==> src/rtl/aes_pkg.sv <==
// ----------------------------------------------------------------------------
// aes_pkg
// shared types, constants and round functions of the aes-128 pipeline
// ----------------------------------------------------------------------------
package aes_pkg;

    localparam int unsigned BLOCK_W = 128;
    localparam int unsigned NUM_ROUNDS = 10;

    typedef logic [BLOCK_W-1:0] t_block;

    typedef enum logic {
        REQ_ENCRYPT = 1'b0,
        REQ_DECRYPT = 1'b1
    } t_req;

    typedef enum logic {
        CFG_KEY_HIGH = 1'b0,
        CFG_KEY_LOW  = 1'b1
    } t_cfg_idx;

    // one in-flight request as it moves down the rounds
    typedef struct packed {
        logic   valid;
        t_req   req;
        t_block state;
        t_block key;
    } t_stage;

    localparam logic [7:0] FWD_BOX [256] = '{
        8'h63,8'h7c,8'h77,8'h7b,8'hf2,8'h6b,8'h6f,8'hc5,8'h30,8'h01,8'h67,8'h2b,8'hfe,8'hd7,8'hab,8'h76,
        8'hca,8'h82,8'hc9,8'h7d,8'hfa,8'h59,8'h47,8'hf0,8'had,8'hd4,8'ha2,8'haf,8'h9c,8'ha4,8'h72,8'hc0,
        8'hb7,8'hfd,8'h93,8'h26,8'h36,8'h3f,8'hf7,8'hcc,8'h34,8'ha5,8'he5,8'hf1,8'h71,8'hd8,8'h31,8'h15,
        8'h04,8'hc7,8'h23,8'hc3,8'h18,8'h96,8'h05,8'h9a,8'h07,8'h12,8'h80,8'he2,8'heb,8'h27,8'hb2,8'h75,
        8'h09,8'h83,8'h2c,8'h1a,8'h1b,8'h6e,8'h5a,8'ha0,8'h52,8'h3b,8'hd6,8'hb3,8'h29,8'he3,8'h2f,8'h84,
        8'h53,8'hd1,8'h00,8'hed,8'h20,8'hfc,8'hb1,8'h5b,8'h6a,8'hcb,8'hbe,8'h39,8'h4a,8'h4c,8'h58,8'hcf,
        8'hd0,8'hef,8'haa,8'hfb,8'h43,8'h4d,8'h33,8'h85,8'h45,8'hf9,8'h02,8'h7f,8'h50,8'h3c,8'h9f,8'ha8,
        8'h51,8'ha3,8'h40,8'h8f,8'h92,8'h9d,8'h38,8'hf5,8'hbc,8'hb6,8'hda,8'h21,8'h10,8'hff,8'hf3,8'hd2,
        8'hcd,8'h0c,8'h13,8'hec,8'h5f,8'h97,8'h44,8'h17,8'hc4,8'ha7,8'h7e,8'h3d,8'h64,8'h5d,8'h19,8'h73,
        8'h60,8'h81,8'h4f,8'hdc,8'h22,8'h2a,8'h90,8'h88,8'h46,8'hee,8'hb8,8'h14,8'hde,8'h5e,8'h0b,8'hdb,
        8'he0,8'h32,8'h3a,8'h0a,8'h49,8'h06,8'h24,8'h5c,8'hc2,8'hd3,8'hac,8'h62,8'h91,8'h95,8'he4,8'h79,
        8'he7,8'hc8,8'h37,8'h6d,8'h8d,8'hd5,8'h4e,8'ha9,8'h6c,8'h56,8'hf4,8'hea,8'h65,8'h7a,8'hae,8'h08,
        8'hba,8'h78,8'h25,8'h2e,8'h1c,8'ha6,8'hb4,8'hc6,8'he8,8'hdd,8'h74,8'h1f,8'h4b,8'hbd,8'h8b,8'h8a,
        8'h70,8'h3e,8'hb5,8'h66,8'h48,8'h03,8'hf6,8'h0e,8'h61,8'h35,8'h57,8'hb9,8'h86,8'hc1,8'h1d,8'h9e,
        8'he1,8'hf8,8'h98,8'h11,8'h69,8'hd9,8'h8e,8'h94,8'h9b,8'h1e,8'h87,8'he9,8'hce,8'h55,8'h28,8'hdf,
        8'h8c,8'ha1,8'h89,8'h0d,8'hbf,8'he6,8'h42,8'h68,8'h41,8'h99,8'h2d,8'h0f,8'hb0,8'h54,8'hbb,8'h16
    };

    localparam logic [7:0] REV_BOX [256] = '{
        8'h52,8'h09,8'h6a,8'hd5,8'h30,8'h36,8'ha5,8'h38,8'hbf,8'h40,8'ha3,8'h9e,8'h81,8'hf3,8'hd7,8'hfb,
        8'h7c,8'he3,8'h39,8'h82,8'h9b,8'h2f,8'hff,8'h87,8'h34,8'h8e,8'h43,8'h44,8'hc4,8'hde,8'he9,8'hcb,
        8'h54,8'h7b,8'h94,8'h32,8'ha6,8'hc2,8'h23,8'h3d,8'hee,8'h4c,8'h95,8'h0b,8'h42,8'hfa,8'hc3,8'h4e,
        8'h08,8'h2e,8'ha1,8'h66,8'h28,8'hd9,8'h24,8'hb2,8'h76,8'h5b,8'ha2,8'h49,8'h6d,8'h8b,8'hd1,8'h25,
        8'h72,8'hf8,8'hf6,8'h64,8'h86,8'h68,8'h98,8'h16,8'hd4,8'ha4,8'h5c,8'hcc,8'h5d,8'h65,8'hb6,8'h92,
        8'h6c,8'h70,8'h48,8'h50,8'hfd,8'hed,8'hb9,8'hda,8'h5e,8'h15,8'h46,8'h57,8'ha7,8'h8d,8'h9d,8'h84,
        8'h90,8'hd8,8'hab,8'h00,8'h8c,8'hbc,8'hd3,8'h0a,8'hf7,8'he4,8'h58,8'h05,8'hb8,8'hb3,8'h45,8'h06,
        8'hd0,8'h2c,8'h1e,8'h8f,8'hca,8'h3f,8'h0f,8'h02,8'hc1,8'haf,8'hbd,8'h03,8'h01,8'h13,8'h8a,8'h6b,
        8'h3a,8'h91,8'h11,8'h41,8'h4f,8'h67,8'hdc,8'hea,8'h97,8'hf2,8'hcf,8'hce,8'hf0,8'hb4,8'he6,8'h73,
        8'h96,8'hac,8'h74,8'h22,8'he7,8'had,8'h35,8'h85,8'he2,8'hf9,8'h37,8'he8,8'h1c,8'h75,8'hdf,8'h6e,
        8'h47,8'hf1,8'h1a,8'h71,8'h1d,8'h29,8'hc5,8'h89,8'h6f,8'hb7,8'h62,8'h0e,8'haa,8'h18,8'hbe,8'h1b,
        8'hfc,8'h56,8'h3e,8'h4b,8'hc6,8'hd2,8'h79,8'h20,8'h9a,8'hdb,8'hc0,8'hfe,8'h78,8'hcd,8'h5a,8'hf4,
        8'h1f,8'hdd,8'ha8,8'h33,8'h88,8'h07,8'hc7,8'h31,8'hb1,8'h12,8'h10,8'h59,8'h27,8'h80,8'hec,8'h5f,
        8'h60,8'h51,8'h7f,8'ha9,8'h19,8'hb5,8'h4a,8'h0d,8'h2d,8'he5,8'h7a,8'h9f,8'h93,8'hc9,8'h9c,8'hef,
        8'ha0,8'he0,8'h3b,8'h4d,8'hae,8'h2a,8'hf5,8'hb0,8'hc8,8'heb,8'hbb,8'h3c,8'h83,8'h53,8'h99,8'h61,
        8'h17,8'h2b,8'h04,8'h7e,8'hba,8'h77,8'hd6,8'h26,8'he1,8'h69,8'h14,8'h63,8'h55,8'h21,8'h0c,8'h7d
    };

    // round constants of the key schedule, first round to last
    localparam logic [7:0] RCON [NUM_ROUNDS] = '{
        8'h01,8'h02,8'h04,8'h08,8'h10,8'h20,8'h40,8'h80,8'h1b,8'h36
    };

    // byte n of a block, byte 0 in the top bits
    function automatic logic [7:0] get_byte(input t_block b, input int unsigned n);
        return b[BLOCK_W-1-8*n -: 8];
    endfunction

    function automatic logic [7:0] xtime(input logic [7:0] a);
        return {a[6:0], 1'b0} ^ (a[7] ? 8'h1b : 8'h00);
    endfunction

    function automatic t_block fwd_sub_shift(input t_block s);
        t_block t;
        for (int c = 0; c < 4; c++) begin
            for (int r = 0; r < 4; r++) begin
                t[BLOCK_W-1-8*(c*4+r) -: 8] = FWD_BOX[get_byte(s, ((c + r) % 4) * 4 + r)];
            end
        end
        return t;
    endfunction

    function automatic t_block rev_sub_shift(input t_block s);
        t_block t;
        for (int c = 0; c < 4; c++) begin
            for (int r = 0; r < 4; r++) begin
                t[BLOCK_W-1-8*(((c + r) % 4) * 4 + r) -: 8] = REV_BOX[get_byte(s, c * 4 + r)];
            end
        end
        return t;
    endfunction

    function automatic t_block fwd_mix(input t_block s);
        t_block t;
        logic [7:0] a0, a1, a2, a3;
        for (int c = 0; c < 4; c++) begin
            a0 = get_byte(s, c*4);
            a1 = get_byte(s, c*4+1);
            a2 = get_byte(s, c*4+2);
            a3 = get_byte(s, c*4+3);
            t[BLOCK_W-1-8*(c*4)   -: 8] = xtime(a0) ^ xtime(a1) ^ a1 ^ a2 ^ a3;
            t[BLOCK_W-1-8*(c*4+1) -: 8] = a0 ^ xtime(a1) ^ xtime(a2) ^ a2 ^ a3;
            t[BLOCK_W-1-8*(c*4+2) -: 8] = a0 ^ a1 ^ xtime(a2) ^ xtime(a3) ^ a3;
            t[BLOCK_W-1-8*(c*4+3) -: 8] = xtime(a0) ^ a0 ^ a1 ^ a2 ^ xtime(a3);
        end
        return t;
    endfunction

    // inverse mix as a pre-step on the forward mix
    function automatic t_block rev_mix(input t_block s);
        t_block t;
        logic [7:0] a0, a1, a2, a3, u, v;
        for (int c = 0; c < 4; c++) begin
            a0 = get_byte(s, c*4);
            a1 = get_byte(s, c*4+1);
            a2 = get_byte(s, c*4+2);
            a3 = get_byte(s, c*4+3);
            u = xtime(xtime(a0 ^ a2));
            v = xtime(xtime(a1 ^ a3));
            t[BLOCK_W-1-8*(c*4)   -: 8] = a0 ^ u;
            t[BLOCK_W-1-8*(c*4+1) -: 8] = a1 ^ v;
            t[BLOCK_W-1-8*(c*4+2) -: 8] = a2 ^ u;
            t[BLOCK_W-1-8*(c*4+3) -: 8] = a3 ^ v;
        end
        return fwd_mix(t);
    endfunction

    // one key schedule step forward, round constant rc
    function automatic t_block key_next(input t_block k, input logic [7:0] rc);
        logic [31:0] w0, w1, w2, w3, g;
        {w0, w1, w2, w3} = k;
        g = {FWD_BOX[w3[23:16]] ^ rc, FWD_BOX[w3[15:8]], FWD_BOX[w3[7:0]], FWD_BOX[w3[31:24]]};
        w0 = w0 ^ g;
        w1 = w1 ^ w0;
        w2 = w2 ^ w1;
        w3 = w3 ^ w2;
        return {w0, w1, w2, w3};
    endfunction

    // one key schedule step backward, rc of the key being undone
    function automatic t_block key_prev(input t_block k, input logic [7:0] rc);
        logic [31:0] w0, w1, w2, w3, g;
        {w0, w1, w2, w3} = k;
        w3 = w3 ^ w2;
        w2 = w2 ^ w1;
        w1 = w1 ^ w0;
        g = {FWD_BOX[w3[23:16]] ^ rc, FWD_BOX[w3[15:8]], FWD_BOX[w3[7:0]], FWD_BOX[w3[31:24]]};
        w0 = w0 ^ g;
        return {w0, w1, w2, w3};
    endfunction

endpackage

==> src/rtl/aes_key_expand.sv <==
// ----------------------------------------------------------------------------
// aes_key_expand
// holds the cipher key, set by configuration, and its computed last round key
// ----------------------------------------------------------------------------
module aes_key_expand (
    input  logic                 i_clk,
    input  logic                 i_rst_n,
    input  logic                 i_cfg_we,
    input  logic                 i_cfg_idx,
    input  logic [63:0]          i_cfg_data,
    output aes_pkg::t_block      o_key_first,
    output aes_pkg::t_block      o_key_last,
    output logic                 o_busy
);
    import aes_pkg::*;

    // last key computed one round per cycle after each key write
    typedef logic [3:0] t_cnt;

    t_block r_key, n_key;
    t_block r_last, n_last;
    t_cnt   r_cnt, n_cnt;

    always_comb begin
        n_key  = r_key;
        n_last = r_last;
        n_cnt  = r_cnt;
        if (i_cfg_we) begin
            case (t_cfg_idx'(i_cfg_idx))
                CFG_KEY_HIGH: n_key[127:64] = i_cfg_data;
                CFG_KEY_LOW:  n_key[63:0]   = i_cfg_data;
                default:      n_key = r_key;
            endcase
            n_last = n_key;
            n_cnt  = '0;
        end else if (r_cnt != t_cnt'(NUM_ROUNDS)) begin
            n_last = key_next(r_last, RCON[r_cnt]);
            n_cnt  = r_cnt + 1'b1;
        end
    end

    always_ff @(posedge i_clk) begin
        if (!i_rst_n) begin
            r_key  <= '0;
            r_last <= '0;
            r_cnt  <= '0;
        end else begin
            r_key  <= n_key;
            r_last <= n_last;
            r_cnt  <= n_cnt;
        end
    end

    assign o_key_first = r_key;
    assign o_key_last  = r_last;
    // last round key not ready yet
    assign o_busy      = (r_cnt != t_cnt'(NUM_ROUNDS));

    assert property (@(posedge i_clk) disable iff (!i_rst_n)
        r_cnt <= t_cnt'(NUM_ROUNDS))
        else $error("key schedule counter out of range");
endmodule

==> config.mk <==
export PLATFORM = sky130hd
export DESIGN_NAME = aes_key_expand
export DESIGN_NICKNAME = d
export VERILOG_FILES = /design/src/rtl/aes_pkg.sv /design/src/rtl/aes_key_expand.sv
export SDC_FILE = /design/constraint.sdc
export NUM_CORES = 1
export LEC_CHECK = 0
export BUFFER_PORTS_ARGS = -buffer_cell sky130_fd_sc_hd__buf_4
export CELL_PAD_IN_SITES_DETAIL_PLACEMENT = 0
export CELL_PAD_IN_SITES_GLOBAL_PLACEMENT = 1
export CORE_AREA = 2 2 263 265
export CTS_BUF_LIST = sky130_fd_sc_hd__clkbuf_4
export DETAILED_ROUTE_END_ITERATION = 16
export DIE_AREA = 0 0 265 267
export PLACE_DENSITY_LB_ADDON = 0.1
export SETUP_SLACK_MARGIN = 0.15
export SLEW_MARGIN = 30
export SYNTH_ARGS = -nofsm -noshare
export SYNTH_HDL_FRONTEND = slang
export SYNTH_SLANG_ARGS = --single-unit
==> constraint.sdc <==
create_clock -name i_clk -period 4.3 [get_ports i_clk]
set_input_delay 0.215 -clock i_clk [delete_from_list [all_inputs] [get_ports i_clk]]
set_output_delay 0.215 -clock i_clk [all_outputs]
set_load 0.01 [all_outputs]
# == Word level (Yosys, flattened, before mapping) ==
# Memories as Yosys holds them, arrays and structs flattened.
# Cells that the tools add are included.
# word_totals
mem_bits_ro,8320
ff_bits,260
mem_count,5
output_inout_bits,257
elab_cells,42
# mem_list
name,depth,word_bits,read_ports,rd_clocked_by_memory_dff,wr,line_no,text
(no name shown),256,8,1,0,0,aes_pkg.sv:141,"g = {FWD_BOX[w3[23:16]] ^ rc, FWD_BOX[w3[15:8]], FWD_BOX[w3[7:0]], FWD_BOX[w3[31:24]]};"
(no name shown),256,8,1,0,0,aes_pkg.sv:141,
(no name shown),256,8,1,0,0,aes_pkg.sv:141,
(no name shown),256,8,1,0,0,aes_pkg.sv:141,
(no name shown),16,8,1,0,0,aes_key_expand.sv:37,"n_last = key_next(r_last, RCON[r_cnt]);"
# op_classes
eq_ne,1
bitwise,11
reduce_logical,2
magnitude_cmp,5
muxes,14
n_addsub,1
# op_table
cell,n
two-way mux 128 bit,2
two-way mux 64 bit,2
XOR 32 bit,4
two-way mux 8 bit,10
>= comparator 9 bit (second input constant),4
NOT 8 -> 9 bit,4
XOR 8 bit,1
>= comparator 5 bit (second input constant),1
NOT 4 -> 5 bit,1
adder 4 x 1 -> 4 bit (second input constant),1
!= test 4 bit (second input constant),1
nonzero test 2 bit,1
OR reduction 2 bit,1
NOT 1 bit,1

# == Logic depth before layout (Yosys ltp) ==
# depth
ltp_word,11
depth_mapped,16

# == Least setup slack after synthesis ==
# OpenSTA, ideal clock, no wires.
# synth_timing
path_kind,register to register
startpoint,reg r_last[9] (netlist: o_key_last[9])
endpoint,reg r_last[17] (netlist: o_key_last[17])
setup_time_ns,0.134
stages_incl_launch_ff,16
required_ns,4.166
t_arrival_ns,3.837
slack_ns,0.329
n_path_buf,3
period_less_slack_ns,3.971
cell_sequence,dfxtp_1 > buf_2 > clkbuf_1 > inv_1 > ha_1 > clkbuf_1 > nand2_1 > nor3b_1 > a311o_1 > o311ai_0 > o21ai_0 > mux4_2 > xnor3_1 > nand2_1 > xnor2_1 > o22ai_1
# synth_between
elab_chain_cells,10
# synth_rtl
item,line_no,text
"start, declared",aes_key_expand.sv:21,"t_block r_last, n_last;"
"start signal, assigned",aes_key_expand.sv:49,r_last <= n_last;
NOT 8 -> 9 bit (not written as such),aes_pkg.sv:141,
memory (256 x 8 bit),--,
two-way mux 8 bit (not written as such) (2 in a row),aes_pkg.sv:141,
XOR 32 bit,aes_pkg.sv:142,w0 = w0 ^ g;
XOR 32 bit,aes_pkg.sv:143,w1 = w1 ^ w0;
XOR 32 bit,aes_pkg.sv:144,w2 = w2 ^ w1;
XOR 32 bit,aes_pkg.sv:145,w3 = w3 ^ w2;
two-way mux 128 bit,aes_key_expand.sv:36,end else if (r_cnt != t_cnt'(NUM_ROUNDS)) begin
two-way mux 128 bit,aes_key_expand.sv:28,if (i_cfg_we) begin
# Every way passes these cells. The select of a mux whose other input is x is not followed.
# A chain may end at the register's enable or synchronous reset.

# == Worst setup path in the final report ==
# layout_timing
startpoint,reg r_last[1] (netlist: o_key_last[1])
endpoint,reg r_last[9] (netlist: o_key_last[9])
# Same word-level chain as after synthesis.

==> run summary <==
Vias in the first global route - 30,370
Post-Synth XOR/XNOR Area - 7.155%
Class of the worst hold path - in2reg
Cells after Synth - 3,647
Post-route clock period utilization - 95.01%
Post-Route Setup TNS - 0 ns
Worst Skew - 0.1131 ns
Post-synth top area cell - dfxtp_1
Syn nets - 3,779
DIE HEIGHT - 267 µm
Final Net Count - 4,058
Top fanout value on the critical path - 18
Final Hold Fails - 0
Status - completed
Unrepaired setup endpoints after global routing - true
Post-DP HPWL - 101,700 µm
Core area - 67,990 µm²
Worst-margin pin slew - 0.9615 ns
Post-synth ARST share - 0%
Simple-Gate Fraction of Synth Area - 21.42%
Crit Path Category - reg2reg
Fraction of layout cells with a size suffix above 1 - 21.83%
Clk buf depth - 3
CTS tree - yes
PwrDens - 914.3 nW/µm²
Leak - 12.96 nW
Number of flops mapped to enable cells by yosys - 0
Final setup viols - 0
Relative slew slack - 35.67%
Max Clock Freq - 244.8 MHz
Minimum clock period - 4.085 ns
Setup crit end kind - flip-flop
Synth unique cells - 91
Largest net degree at the start of global routing - 128
First-pass GRT wire length - 205,500 µm
TritonCTS Buffers - 78
Area Growth Syn to Fin - 19.46%
Clk sinks - 260
Detailed-route via count - 32,480
DRT antenna net count - 0
Vias per cell - 6.673
Setup repair bufs after CTS - 0
Die X - 265 µm
DP Area - 30,580 µm²
DR pass1 iterations - 8
Worst EP arrival - 4.75 ns
Port bufs - 324
Syn Area/Cell - 7.403 µm²
Sequential-to-total area share from yosys stat - 19.28%
Startpoint Class - flip-flop
Tot Pwr - 29.49 mW
Starting Density - 39.71%
Design area - 32,250 µm²
Placer Congestion - 1.038
Most used DFF post-synth - dfxtp_1
CTS clk-pin slew, worst paths - 0.07 ns
Top area cells in the synthesized netlist - dfxtp_1 19%, a21oi_1 6.2%, nand2_1 5.7%
CTS root buf - clkbuf_4
Synth Area in Compound Gates - 29.61%
Max IR drop VDD - 0.5002 mV
Non-Filler Instances - 4,867
Adder-Cell Fraction of Synth Area - 3.031%
Number of cells after detailed placement - 4,659
Max Cap Viol - 0
Slew Viols, Final - 0
Wire per inst - 29.07 µm
Initial DRC Count - 4,646
Worst-skew pair later-pin latency - 0.85 ns
Num rows - 96
Worst path required time - 4.97 ns
Overflow after GRT - 0
DRC Markers - 0
Total GRT Usage - 38.22%
Synth Warn # - 0
# IOs - 325
DRT Wirelength - 141,500 µm
Main combinational cell family by area after synthesis - compound AO/OA/AOI/OAI gates
H-Tree Level Count - 3
Die footprint - 70,760 µm²
Seq cells post-synth - 260
Initial antenna violation count - 4
Syn Std Cell Area - 27,000 µm²
Area share of the largest cell type after synthesis - 19.28%
Post-synthesis mux area share - 12.29%
## flip-flops by register name (all words and copies together), names as in the netlist
signal and flops:
r_cnt 4, o_key_last 128, o_key_first 128
## stage by stage
step	setup slack (ns)	hold WS, ns	utilization, %
after detailed placement	0.3540	0.4616	44.98
after CTS	0.2260	0.1390	47.38
after global placement	0.2408	0.4547	44.97
after global routing	0.08358	0.1876	47.43
final	0.2145	0.2077	47.44
after floorplan	0.3294	0.3510	-
## logic make-up (layout without fill, tap and decap cells)
family	Yosys count	count (layout)
XOR/XNOR	198	198
AND/OR/NAND/NOR	1222	1222
other	0	4
flip-flops	260	260
adder cells (fa/ha/maj)	65	65
AO/OA/AOI/OAI	1209	1209
multiplexers	243	243
buffers and inverters	450	784
## placed cells by master (no fill, tap or decap), drive strengths merged, types with 18 or more instances in the layout
master,count
o211ai,45
inv,46
nand2,408
o211a,19
dfxtp,260
xor2,65
ha,63
a221oi,20
o311ai,35
o21a,23
o22ai,34
o2111ai,18
and3,21
buf,528
clkbuf,114
a21o,26
a21oi,337
o31ai,30
a311oi,43
clkinv,27
nor3,84
mux2,68
and2,32
mux2i,111
nor2b,82
o221ai,21
a211oi,82
or2,29
a31oi,75
nor2,288
o21ai,248
nand3,80
dlygate4sd3,69
mux4,64
nand2b,106
xnor2,121
or3,21
## worst paths after layout
path	startpoint	end	depth (start not counted)	slack, ns
hold / removal	i_cfg_data[33]	o_key_first[97]$_SDFFE_PN0P_	4	0.21
hold reg to reg	o_key_first[80]$_SDFFE_PN0P_	o_key_first[80]$_SDFFE_PN0P_	2	0.47
setup / recovery	o_key_last[1]$_SDFFE_PN0P_	o_key_last[9]$_SDFFE_PN0P_	12	0.21
setup reg to reg	o_key_last[1]$_SDFFE_PN0P_	o_key_last[9]$_SDFFE_PN0P_	12	0.21
## final cells by class
| class | instances | area, µm² |
|---|---|---|
| sequential | 260 | 5240 |
| clock buffer | 113 | 848.3 |
| multi-input combinational | 2937 | 19910 |
| fill | 6835 | 35730 |
| timing repair buffer | 598 | 4847 |
| tap | 882 | 1104 |
| antenna | 4 | 10.01 |
| inverter | 51 | 200.2 |
| clock inverter | 22 | 91.34 |
## critical path, cell delays in order (launching register included)
cell      delay [ns]
dfxtp_1         0.37
buf_4           0.27
ha_1            0.53
inv_1           0.18
mux4_2          0.53
a221oi_1        0.46
o41ai_1         0.15
o32a_1          0.24
xor2_1          0.46
xnor2_1         0.18
xnor2_1         0.23
mux2i_1         0.23
a21oi_1         0.14
## power by group
part / internal, mW / leakage [nW] / total, mW / switching [mW]
clock network: 1.20 / 0.572 / 2.42 / 1.22
logic: 9.22 / 10.2 / 22.9 / 13.7
registers: 2.98 / 2.16 / 4.17 / 1.19
total: 13.4 / 13.0 / 29.5 / 16.1
## cells in the mapped netlist, types with 83 or more instances
library cell / number
a21oi_1: 337
nand2b_1: 106
o21ai_0: 242
mux2i_1: 111
xnor2_1: 117
buf_2: 120
clkbuf_1: 226
nand2_1: 408
dfxtp_1: 260
nor2_1: 288
nor3_1: 83
## repair_timing
action | CTS | global route
resized for setup | 0 | 8
endpoints found under the hold margin | 246 | 0
hold buffers | 69 | 0
setup endpoints to repair | 0 | 9
## routing by layer
metal	routed length [µm]	vias to the layer above	part of all wire [%]	track usage, %
li1	-	13980	-	-
met1	56680	15680	40	50.62
met2	60860	2379	43	57.78
met3	16560	433	12	9.779
met4	7356	4	5.2	18.37
met5	29	-	0.020	0
Note: power is estimated with default switching activity, not from simulation.
